==> config.mk <==
export PLATFORM = sky130hd
export DESIGN_NAME = cursor_clip_and_overlay_core
export DESIGN_NICKNAME = d
export VERILOG_FILES = /design/src/sv/ccov_pkg.sv /design/src/sv/ccov_cfg_regs.sv /design/src/sv/ccov_pos_calc.sv /design/src/sv/ccov_row_comp.sv /design/src/sv/cursor_clip_and_overlay_core.sv
export SDC_FILE = /design/constraint.sdc
export NUM_CORES = 1
export LEC_CHECK = 0
export BUFFER_PORTS_ARGS = -buffer_cell sky130_fd_sc_hd__buf_4
export CAP_MARGIN = 20
export CORE_MARGIN = 3
export CORE_UTILIZATION = 54
export DETAILED_ROUTE_END_ITERATION = 8
export PLACE_DENSITY = 0.73
export SETUP_SLACK_MARGIN = 0.3
export SKIP_LAST_GASP = 1
export SLEW_MARGIN = 10
export SYNTH_ARGS = -nofsm -noshare
export SYNTH_HDL_FRONTEND = slang
export SYNTH_SLANG_ARGS = --single-unit
==> constraint.sdc <==
create_clock -name i_clk -period 13.8 [get_ports i_clk]
set_clock_uncertainty 0.2 [all_clocks]
set_input_delay 2.07 -clock i_clk [delete_from_list [all_inputs] [get_ports i_clk]]
set_output_delay 2.07 -clock i_clk [all_outputs]
set_load 0.05 [all_outputs]
==> src/sv/ccov_pkg.sv <==
package ccov_pkg;

    // Fixed geometry of the cursor and the screen format
    localparam int SCALE           = 2;
    localparam int CURSOR_ROWS     = 32;
    localparam int WORD_BITS       = 32;
    localparam int RECT_WIDTH      = 64;
    localparam int PIXELS_PER_BYTE = 8;

    localparam logic [WORD_BITS-1:0] FULL_WORD = 32'hFFFF_FFFF;

    // Input item kinds (carried on tuser)
    localparam logic OP_POSITION = 1'b0;
    localparam logic OP_ROW      = 1'b1;

    // Register map indexes (byte address = 4 * index)
    localparam logic [2:0] REG_SCREEN_LEFT   = 3'd0;
    localparam logic [2:0] REG_SCREEN_TOP    = 3'd1;
    localparam logic [2:0] REG_SCREEN_RIGHT  = 3'd2;
    localparam logic [2:0] REG_SCREEN_BOTTOM = 3'd3;
    localparam logic [2:0] REG_HOTSPOT_X     = 3'd4;
    localparam logic [2:0] REG_HOTSPOT_Y     = 3'd5;
    localparam logic [2:0] REG_ROW_BYTES     = 3'd6;

    // Which screen edge clipped the rectangle
    typedef enum logic [1:0] {
        EDGE_NONE  = 2'd0,
        EDGE_LEFT  = 2'd1,
        EDGE_RIGHT = 2'd2
    } t_edge;

    typedef struct packed {
        logic [11:0] screen_left;
        logic [11:0] screen_top;
        logic [11:0] screen_right;
        logic [11:0] screen_bottom;
        logic [5:0]  hotspot_x;
        logic [5:0]  hotspot_y;
        logic [12:0] row_bytes;
    } t_cfg;

    // State left behind by a position item for the row items after it
    typedef struct packed {
        logic [4:0] bit_offset;
        t_edge      edge_side;
    } t_curs_state;

    typedef struct packed {
        logic [31:0]        new_word_left;
        logic [31:0]        new_word_right;
        logic [11:0]        rect_top;
        logic [11:0]        rect_left;
        logic signed [13:0] rect_bottom;
        logic [12:0]        rect_right;
        logic [5:0]         first_row;
        logic [5:0]         row_count;
        logic [23:0]        start_offset;
    } t_result;

endpackage

==> src/sv/ccov_cfg_regs.sv <==
module ccov_cfg_regs (
    input  logic          i_clk,
    input  logic          i_rst_n,
    input  logic          psel,
    input  logic          penable,
    input  logic          pwrite,
    input  logic [4:0]    paddr,
    input  logic [31:0]   pwdata,
    output logic [31:0]   prdata,
    output ccov_pkg::t_cfg o_cfg
);

    ccov_pkg::t_cfg r_cfg;
    logic           wr_en;
    logic [2:0]     reg_idx;

    assign wr_en   = psel && penable && pwrite;
    assign reg_idx = paddr[4:2];

    // Register write, values masked to their field widths
    always_ff @(posedge i_clk) begin
        if (!i_rst_n) begin
            r_cfg.screen_left   <= 12'd0;
            r_cfg.screen_top    <= 12'd0;
            r_cfg.screen_right  <= 12'd1024;
            r_cfg.screen_bottom <= 12'd684;
            r_cfg.hotspot_x     <= 6'd0;
            r_cfg.hotspot_y     <= 6'd0;
            r_cfg.row_bytes     <= 13'd128;
        end else if (wr_en) begin
            unique case (reg_idx)
                ccov_pkg::REG_SCREEN_LEFT:   r_cfg.screen_left   <= pwdata[11:0];
                ccov_pkg::REG_SCREEN_TOP:    r_cfg.screen_top    <= pwdata[11:0];
                ccov_pkg::REG_SCREEN_RIGHT:  r_cfg.screen_right  <= pwdata[11:0];
                ccov_pkg::REG_SCREEN_BOTTOM: r_cfg.screen_bottom <= pwdata[11:0];
                ccov_pkg::REG_HOTSPOT_X:     r_cfg.hotspot_x     <= pwdata[5:0];
                ccov_pkg::REG_HOTSPOT_Y:     r_cfg.hotspot_y     <= pwdata[5:0];
                ccov_pkg::REG_ROW_BYTES:     r_cfg.row_bytes     <= pwdata[12:0];
                default: ;
            endcase
        end
    end

    // Read mux
    always_comb begin
        unique case (reg_idx)
            ccov_pkg::REG_SCREEN_LEFT:   prdata = {20'd0, r_cfg.screen_left};
            ccov_pkg::REG_SCREEN_TOP:    prdata = {20'd0, r_cfg.screen_top};
            ccov_pkg::REG_SCREEN_RIGHT:  prdata = {20'd0, r_cfg.screen_right};
            ccov_pkg::REG_SCREEN_BOTTOM: prdata = {20'd0, r_cfg.screen_bottom};
            ccov_pkg::REG_HOTSPOT_X:     prdata = {26'd0, r_cfg.hotspot_x};
            ccov_pkg::REG_HOTSPOT_Y:     prdata = {26'd0, r_cfg.hotspot_y};
            ccov_pkg::REG_ROW_BYTES:     prdata = {19'd0, r_cfg.row_bytes};
            default:                     prdata = 32'd0;
        endcase
    end

    assign o_cfg = r_cfg;

endmodule

==> src/sv/ccov_pos_calc.sv <==
module ccov_pos_calc (
    input  ccov_pkg::t_cfg        i_cfg,
    input  logic [10:0]           i_mouse_x,
    input  logic [10:0]           i_mouse_y,
    output ccov_pkg::t_result     o_res,
    output ccov_pkg::t_curs_state o_state
);

    logic signed [13:0] left_raw, left_al, left_l, left_c, left_cap;
    logic signed [13:0] top_raw, top_c, skip_full, height_t, height, lim;
    logic signed [13:0] scr_left, scr_top, scr_bot;
    logic signed [13:0] left_q;
    logic               lclip, rclip, tclip;
    logic [24:0]        prod;
    logic [25:0]        offset;

    always_comb begin
        scr_left = $signed(14'(i_cfg.screen_left));
        scr_top  = $signed(14'(i_cfg.screen_top));
        scr_bot  = $signed(14'(i_cfg.screen_bottom));

        // Scale, remove hotspot, align down to a word
        left_raw = $signed(14'(i_mouse_x)) * 14'(ccov_pkg::SCALE)
                   - $signed(14'(i_cfg.hotspot_x));
        top_raw  = $signed(14'(i_mouse_y)) * 14'(ccov_pkg::SCALE)
                   - $signed(14'(i_cfg.hotspot_y));
        left_al  = {left_raw[13:5], 5'd0};

        // Horizontal clamp: left edge first, then right edge
        lclip    = left_al < scr_left;
        left_l   = lclip ? scr_left : left_al;
        left_cap = $signed(14'(i_cfg.screen_right)) - 14'(ccov_pkg::RECT_WIDTH);
        rclip    = left_l > left_cap;
        left_c   = rclip ? left_cap : left_l;

        // Top clip skips cursor rows
        tclip     = top_raw < scr_top;
        skip_full = scr_top - top_raw;
        height_t  = tclip ? 14'(ccov_pkg::CURSOR_ROWS) - skip_full
                          : 14'(ccov_pkg::CURSOR_ROWS);
        top_c     = tclip ? scr_top : top_raw;

        // Bottom clip shortens the row count
        lim    = scr_bot - top_c;
        height = ((top_c + 14'(ccov_pkg::CURSOR_ROWS) > scr_bot) && (lim < height_t))
                 ? lim : height_t;

        // Byte offset; left / 8 rounds toward zero
        left_q = left_c >>> 3;
        if (left_c[13] && (left_c[2:0] != 3'd0)) begin
            left_q = left_q + 14'sd1;
        end
        prod   = 25'(top_c[11:0]) * 25'(i_cfg.row_bytes);
        offset = {1'b0, prod} + {{12{left_q[13]}}, left_q};

        o_res              = '0;
        o_res.rect_top     = top_c[11:0];
        o_res.rect_left    = left_c[11:0];
        o_res.rect_bottom  = top_c + height;
        o_res.rect_right   = 13'(left_c + 14'(ccov_pkg::RECT_WIDTH));
        o_res.first_row    = !tclip ? 6'd0
                           : (skip_full > 14'(ccov_pkg::CURSOR_ROWS))
                             ? 6'(ccov_pkg::CURSOR_ROWS) : skip_full[5:0];
        o_res.row_count    = (height > 14'sd0) ? height[5:0] : 6'd0;
        o_res.start_offset = offset[23:0];

        o_state.bit_offset = left_raw[4:0];
        if (lclip && !rclip) begin
            o_state.edge_side = ccov_pkg::EDGE_LEFT;
        end else if (rclip && !lclip) begin
            o_state.edge_side = ccov_pkg::EDGE_RIGHT;
        end else begin
            o_state.edge_side = ccov_pkg::EDGE_NONE;
        end
    end

endmodule

==> src/sv/ccov_row_comp.sv <==
module ccov_row_comp (
    input  ccov_pkg::t_curs_state i_state,
    input  logic [31:0]           i_screen_word_left,
    input  logic [31:0]           i_screen_word_right,
    input  logic [31:0]           i_cursor_data_word,
    input  logic [31:0]           i_cursor_mask_word,
    output ccov_pkg::t_result     o_res
);

    logic [63:0] data_dbl, mask_dbl;
    logic [31:0] data_rot, mask_rot, lm, rm, lm_e, rm_e;

    always_comb begin
        // Rotate right by the kept bit offset
        data_dbl = {i_cursor_data_word, i_cursor_data_word} >> i_state.bit_offset;
        mask_dbl = {i_cursor_mask_word, i_cursor_mask_word} >> i_state.bit_offset;
        data_rot = data_dbl[31:0];
        mask_rot = mask_dbl[31:0];

        // Edge masks split the rotated word over left and right screen words
        lm = ccov_pkg::FULL_WORD >> i_state.bit_offset;
        rm = ~lm;
        case (i_state.edge_side)
            ccov_pkg::EDGE_LEFT: begin
                lm_e = rm;
                rm_e = 32'd0;
            end
            ccov_pkg::EDGE_RIGHT: begin
                lm_e = 32'd0;
                rm_e = lm;
            end
            default: begin
                lm_e = lm;
                rm_e = rm;
            end
        endcase

        o_res                = '0;
        o_res.new_word_left  = (i_screen_word_left & ~(mask_rot & lm_e)) ^ (data_rot & lm_e);
        o_res.new_word_right = (i_screen_word_right & ~(mask_rot & rm_e)) ^ (data_rot & rm_e);
    end

endmodule

==> src/sv/cursor_clip_and_overlay_core.sv <==
// Channel   | Dir | Handshake              | Payload
// s_axis    | in  | s_axis_tvalid/tready   | tdata: items, tuser: kind (0 pos, 1 row)
// m_axis    | out | m_axis_tvalid/tready   | tdata: one result per input item
// APB       | in  | psel/penable, pready=1 | 7 registers at 4*index, 32-bit data
//
// Every item passes through the input register, then through the compute
// logic into the result register.
// One item is accepted per cycle unless m_axis stalls; throughput is set by the single
// input/result register pair. A stalled m_axis holds the result register and
// backs up into the input register, then drops s_axis_tready.
// Synchronous active-low reset empties both registers and restores the
// register reset values; the block takes items in the first cycle after it.
module cursor_clip_and_overlay_core (
    input  logic          i_clk,
    input  logic          i_rst_n,
    // APB configuration port
    input  logic          psel,
    input  logic          penable,
    input  logic          pwrite,
    input  logic [4:0]    paddr,
    input  logic [31:0]   pwdata,
    output logic [31:0]   prdata,
    output logic          pready,
    // Input stream
    input  logic          s_axis_tvalid,
    output logic          s_axis_tready,
    // tdata: mouse_x[10:0], mouse_y[21:11], screen_word_left[53:22],
    //        screen_word_right[85:54], cursor_data_word[117:86],
    //        cursor_mask_word[149:118], zero pad[151:150]
    input  logic [151:0]  s_axis_tdata,
    // tuser: opcode[0]
    input  logic          s_axis_tuser,
    // Output stream
    output logic          m_axis_tvalid,
    input  logic          m_axis_tready,
    // tdata: new_word_left[31:0], new_word_right[63:32], rect_top[75:64],
    //        rect_left[87:76], rect_bottom[101:88], rect_right[114:102],
    //        first_row[120:115], row_count[126:121], start_offset[150:127],
    //        zero pad[151]
    output logic [151:0]  m_axis_tdata
);

    ccov_pkg::t_cfg        cfg;
    ccov_pkg::t_curs_state r_state, pos_state;
    ccov_pkg::t_result     pos_res, row_res, n_res, r_res;

    logic         r_in_vld, r_out_vld, advance;
    logic         r_in_op;
    logic [149:0] r_in_data;

    assign pready = 1'b1;

    ccov_cfg_regs u_cfg (
        .i_clk   (i_clk),
        .i_rst_n (i_rst_n),
        .psel    (psel),
        .penable (penable),
        .pwrite  (pwrite),
        .paddr   (paddr),
        .pwdata  (pwdata),
        .prdata  (prdata),
        .o_cfg   (cfg)
    );

    // Pipeline control: input register moves on when the result register frees
    assign advance       = r_in_vld && (!r_out_vld || m_axis_tready);
    assign s_axis_tready = !r_in_vld || advance;
    assign m_axis_tvalid = r_out_vld;

    always_ff @(posedge i_clk) begin
        if (!i_rst_n) begin
            r_in_vld  <= 1'b0;
            r_out_vld <= 1'b0;
        end else begin
            if (s_axis_tready) begin
                r_in_vld <= s_axis_tvalid;
            end
            if (advance) begin
                r_out_vld <= 1'b1;
            end else if (m_axis_tready) begin
                r_out_vld <= 1'b0;
            end
        end
    end

    // Input register payload
    always_ff @(posedge i_clk) begin
        if (s_axis_tready && s_axis_tvalid) begin
            r_in_op   <= s_axis_tuser;
            r_in_data <= s_axis_tdata[149:0];
        end
    end

    ccov_pos_calc u_pos (
        .i_cfg     (cfg),
        .i_mouse_x (r_in_data[10:0]),
        .i_mouse_y (r_in_data[21:11]),
        .o_res     (pos_res),
        .o_state   (pos_state)
    );

    ccov_row_comp u_row (
        .i_state             (r_state),
        .i_screen_word_left  (r_in_data[53:22]),
        .i_screen_word_right (r_in_data[85:54]),
        .i_cursor_data_word  (r_in_data[117:86]),
        .i_cursor_mask_word  (r_in_data[149:118]),
        .o_res               (row_res)
    );

    assign n_res = (r_in_op == ccov_pkg::OP_ROW) ? row_res : pos_res;

    // Cursor state, updated as a position item leaves the input register
    always_ff @(posedge i_clk) begin
        if (!i_rst_n) begin
            r_state.bit_offset <= 5'd0;
            r_state.edge_side  <= ccov_pkg::EDGE_NONE;
        end else if (advance && (r_in_op == ccov_pkg::OP_POSITION)) begin
            r_state <= pos_state;
        end
    end

    // Result register
    always_ff @(posedge i_clk) begin
        if (advance) begin
            r_res <= n_res;
        end
    end

    assign m_axis_tdata = {1'b0,
                           r_res.start_offset,
                           r_res.row_count,
                           r_res.first_row,
                           r_res.rect_right,
                           r_res.rect_bottom,
                           r_res.rect_left,
                           r_res.rect_top,
                           r_res.new_word_right,
                           r_res.new_word_left};

    // A full pipeline with a stalled output must stop taking input
    a_stall_blocks_input: assert property (@(posedge i_clk) disable iff (!i_rst_n)
        r_in_vld && r_out_vld && !m_axis_tready |-> !s_axis_tready)
        else $error("input accepted while pipeline is full and stalled");

    // An accepted transaction lands in the input register
    a_accept_fills_input: assert property (@(posedge i_clk) disable iff (!i_rst_n)
        s_axis_tvalid && s_axis_tready |=> r_in_vld)
        else $error("accepted transaction lost from input register");

    // Row transactions never disturb the cursor state
    a_row_keeps_state: assert property (@(posedge i_clk) disable iff (!i_rst_n)
        advance && (r_in_op == ccov_pkg::OP_ROW) |=> $stable(r_state))
        else $error("cursor state changed by a row transaction");

    // Row count never exceeds the cursor height
    a_row_count_range: assert property (@(posedge i_clk) disable iff (!i_rst_n)
        r_out_vld |-> r_res.row_count <= 6'(ccov_pkg::CURSOR_ROWS))
        else $error("row count beyond cursor height");

    // An advancing transaction always produces a valid result next cycle
    a_advance_valid: assert property (@(posedge i_clk) disable iff (!i_rst_n)
        advance |=> r_out_vld)
        else $error("result register not loaded");

endmodule

==> flow_metrics.tcl <==
set metrics [dict create \
    first_pass_iters 6 \
    worstSetupPathType "flip-flop to flip-flop" \
    start_util_pct 55.2 \
    cts-buffers-inserted 45 \
    post-route-period-util_pct 90.6 \
    ys_types 86 \
    n_fill_cell 4389 \
    power_density_nw_per_um2 101 \
    routed_wl_mm 90.1 \
    yosysTopAreaCell "edfxtp_1" \
    ff2ff_setup_slack_ns 1.29 \
    yosysTopAreaCellShare_pct 29.6 \
    cts-root-buf "clkbuf_16" \
    setup_tns_ns 0 \
    leakage_nw 13.8 \
    worstPathArrival_ns 12.62 \
    yosysSeqAreaShare_pct 35.1 \
    core_area_sq_um 54500 \
    synth_edf_count 296 \
    setup_violations 0 \
    synth_mux_area_share_pct 13.0 \
    dpl-instance-area_sq_um 33000 \
    viasPerCell 5.99 \
    ys.flop_type "edfxtp_1" \
    worstMarginPinSlew_ns 1.13 \
    drive_gt1_share_pct 20.1 \
    hold_ws_ns 0.308 \
    grt_overflow 0 \
    drv_slew 0 \
    outcome "completed" \
    synth-async-reset-ratio_pct 0 \
    hp-class "flip-flop to flip-flop" \
    hpwlAfterDp_mm 68.8 \
    cts_htree_levels 2 \
    finalCoreUtilization_pct 63.6 \
    die_h_microns 242 \
    fmax_mhz 79.9 \
    slowest_delay_ns 0.59 \
    wire_per_inst_microns 22.3 \
    reg2reg_depth 47 \
    slew_headroom_pct 24.9 \
    cts_buffer_depth 3 \
    path_clk_slew_ns 0.06 \
    place_congestion 0.951 \
    power.total_mw 3.50 \
    track_usage_pct 30.3 \
    max-vdd-ir-drop_uv 95.4 \
    die_area_sq_um 58500 \
    synthSimpleGateAreaFrac_pct 13.9 \
    antenna_found_initial 8 \
    synthesis.area_sq_um 30000 \
    crit_path_max_fanout 19 \
    port-buffer-count 339 \
    cts_num_sinks 378 \
    maxCapViolCount 0 \
    place_inst 3948 \
    antenna_left 0 \
    postCtsSetupRepairBufs 0 \
    ys_ff_latch 378 \
    avgSynthCellArea_sq_um 10.0 \
    yosys_warnings 0 \
    finalInstanceArea_sq_um 34600 \
    syn2layout_area_growth_pct 15.2 \
    drt_iter0_markers 2531 \
    rsz0062_at_grt "false" \
    dr_total_vias 24171 \
    hold_depth 2 \
    synth_fa_ha_area_share_pct 15.8 \
    synth_xor_area_share_pct 2.57 \
    drc 0 \
    synth_compound_area_share_pct 13.7 \
    cp-end-kind "flip-flop" \
    min_period_ns 12.51 \
    grt_max_degree 97 \
    fin_ws_ns 1.29 \
    insertion_delay_ns 0.59 \
    grt_pass1_wl_mm 138 \
    cp-start-kind "flip-flop" \
    synth_top_family_by_area "adder cells" \
    synthTopCellsByArea "edfxtp_1, fa_1, ha_1, dfxtp_1, mux4_2" \
    num_rows 85 \
    slowest_stage "fa_1" \
    cts_tree "built" \
    final_nets 3751 \
    worstPathRequired_ns 13.91 \
    die_w_microns 242 \
    hold_viol_final 0 \
    pre_cts_slack_ns 0.957 \
    final_cells 4038 \
    grt_pass1_vias 23809 \
    io_pins 384 \
    postSynthCellCount 3001 \
]
per-layer routing:
| layer | global-route usage (%) | wire length [microns] |
|---|---|---|
| met4 | 9.88 | 2850 |
| met3 | 6.70 | 8540 |
| met5 | 0 | 14 |
| met2 | 45.5 | 39400 |
| met1 | 43.6 | 39300 |
synth_stat cells (5+ instances only):
master	number
o31a_1	5
ha_1	161
a21o_1	28
nor4_1	5
inv_1	272
nand4_1	20
and3_1	9
buf_1	18
nand3b_1	9
a211oi_1	7
mux4_2	72
mux2i_1	118
nor2_1	186
nor2b_1	82
nand2_1	324
o21ai_0	189
mux2_2	99
xnor2_1	63
or2_2	14
dfxtp_1	82
or3_1	15
a21oi_1	125
a211o_1	57
nand2b_1	21
edfxtp_1	296
nand3_1	24
buf_4	27
xor2_1	25
and2_1	96
a31oi_1	6
fa_1	136
nor3b_1	7
o211ai_1	20
nor3_1	42
a21boi_0	96
a22oi_1	10
clkbuf_1	125
o21a_1	21
o221ai_1	7
sequential cells by signal (all words and copies together), names as in the netlist:
name / flops
r_in_data: 150
m_axis_tdata: 145
u_cfg.o_cfg: 73
r_state: 7
m_axis_tvalid: 1
r_in_op: 1
r_in_vld: 1
critical path: cells and delay by family, from the launching register on:
kind	cells	cell delay, ns
flops	1	0.37
simple gates	10	1.69
buf+inv	6	0.59
fa+ha+maj	9	3.82
compound gates	20	5.11
xor+xnor	2	0.42
timing repair:
action	CTS	global route
resized for setup	0	6
hold buffers	0	0
setup endpoints to repair	0	6
cells by family (layout without fill, tap and decap cells):
kind of cell               count (synthesis)  after routing
muxes                                    289            289
buffers and inverters                    450            724
adders and majority gates                297            297
other                                      2             26
and+or+nand+nor                          872            872
xor gates and xnor gates                  88             88
DFF                                      378            378
AOI/OAI and AO/OA                        625            625
final timing paths:
check,start,endpoint
setup / recovery,u_cfg.o_cfg[19]$_SDFFE_PN0P_,m_axis_tdata[150]$_SDFFCE_PP0P_
hold / removal,u_cfg.o_cfg[67]$_SDFFE_PN0P_,u_cfg.o_cfg[67]$_SDFFE_PN0P_
setup reg to reg,u_cfg.o_cfg[19]$_SDFFE_PN0P_,m_axis_tdata[150]$_SDFFCE_PP0P_
hold reg to reg,u_cfg.o_cfg[67]$_SDFFE_PN0P_,u_cfg.o_cfg[67]$_SDFFE_PN0P_
final cells by class:
type                       instances  area, sq um  area share (%)
inverter                         274         1030            2.99
clock buffer                      56         1220            3.52
tap                              739          925            2.67
timing repair buffer             366         2750            7.94
clock inverter                    28          328           0.947
antenna                            5         12.5          0.0362
multi-input combinational       2192        17800            51.4
sequential                       378        10500            30.5
report_power, final:
group          leakage (nW)  switching, mW  internal [mW]
Sequential             3.52         0.0464           1.30
Combinational          9.48          0.570          0.335
Clock                 0.755          0.511          0.730
Total                  13.8           1.13           2.37
cell usage in the layout, fill, tap and decap left out, types with 6 or more instances in the layout:
master | Yosys | layout
mux2_2 | 99 | 99
o211ai_1 | 20 | 20
o221ai_1 | 7 | 7
o21ai_0 | 189 | 186
a21o_1 | 28 | 28
dfxtp_1 | 82 | 77
a21oi_1 | 125 | 125
buf_4 | 27 | 366
and3_1 | 9 | 9
nand2_1 | 324 | 324
xnor2_1 | 63 | 63
nand3b_1 | 9 | 9
nand2b_1 | 21 | 21
o21a_1 | 21 | 21
mux2i_1 | 118 | 117
a31oi_1 | 6 | 6
nand4_1 | 20 | 20
nor3_1 | 42 | 42
edfxtp_1 | 296 | 296
ha_1 | 161 | 160
a211o_1 | 57 | 57
a22oi_1 | 10 | 10
xor2_1 | 25 | 25
mux4_2 | 72 | 72
a21boi_0 | 96 | 95
or3_1 | 15 | 15
clkbuf_16 | 0 | 46
fa_1 | 136 | 136
a211oi_1 | 7 | 7
conb_1 | 2 | 21
nor2b_1 | 82 | 82
nand3_1 | 24 | 24
clkinv_2 | 0 | 9
or2_2 | 14 | 14
inv_1 | 272 | 271
nor2_1 | 186 | 185
and2_1 | 96 | 95
nor3b_1 | 7 | 7
Note: power is estimated with default switching activity, not from simulation.
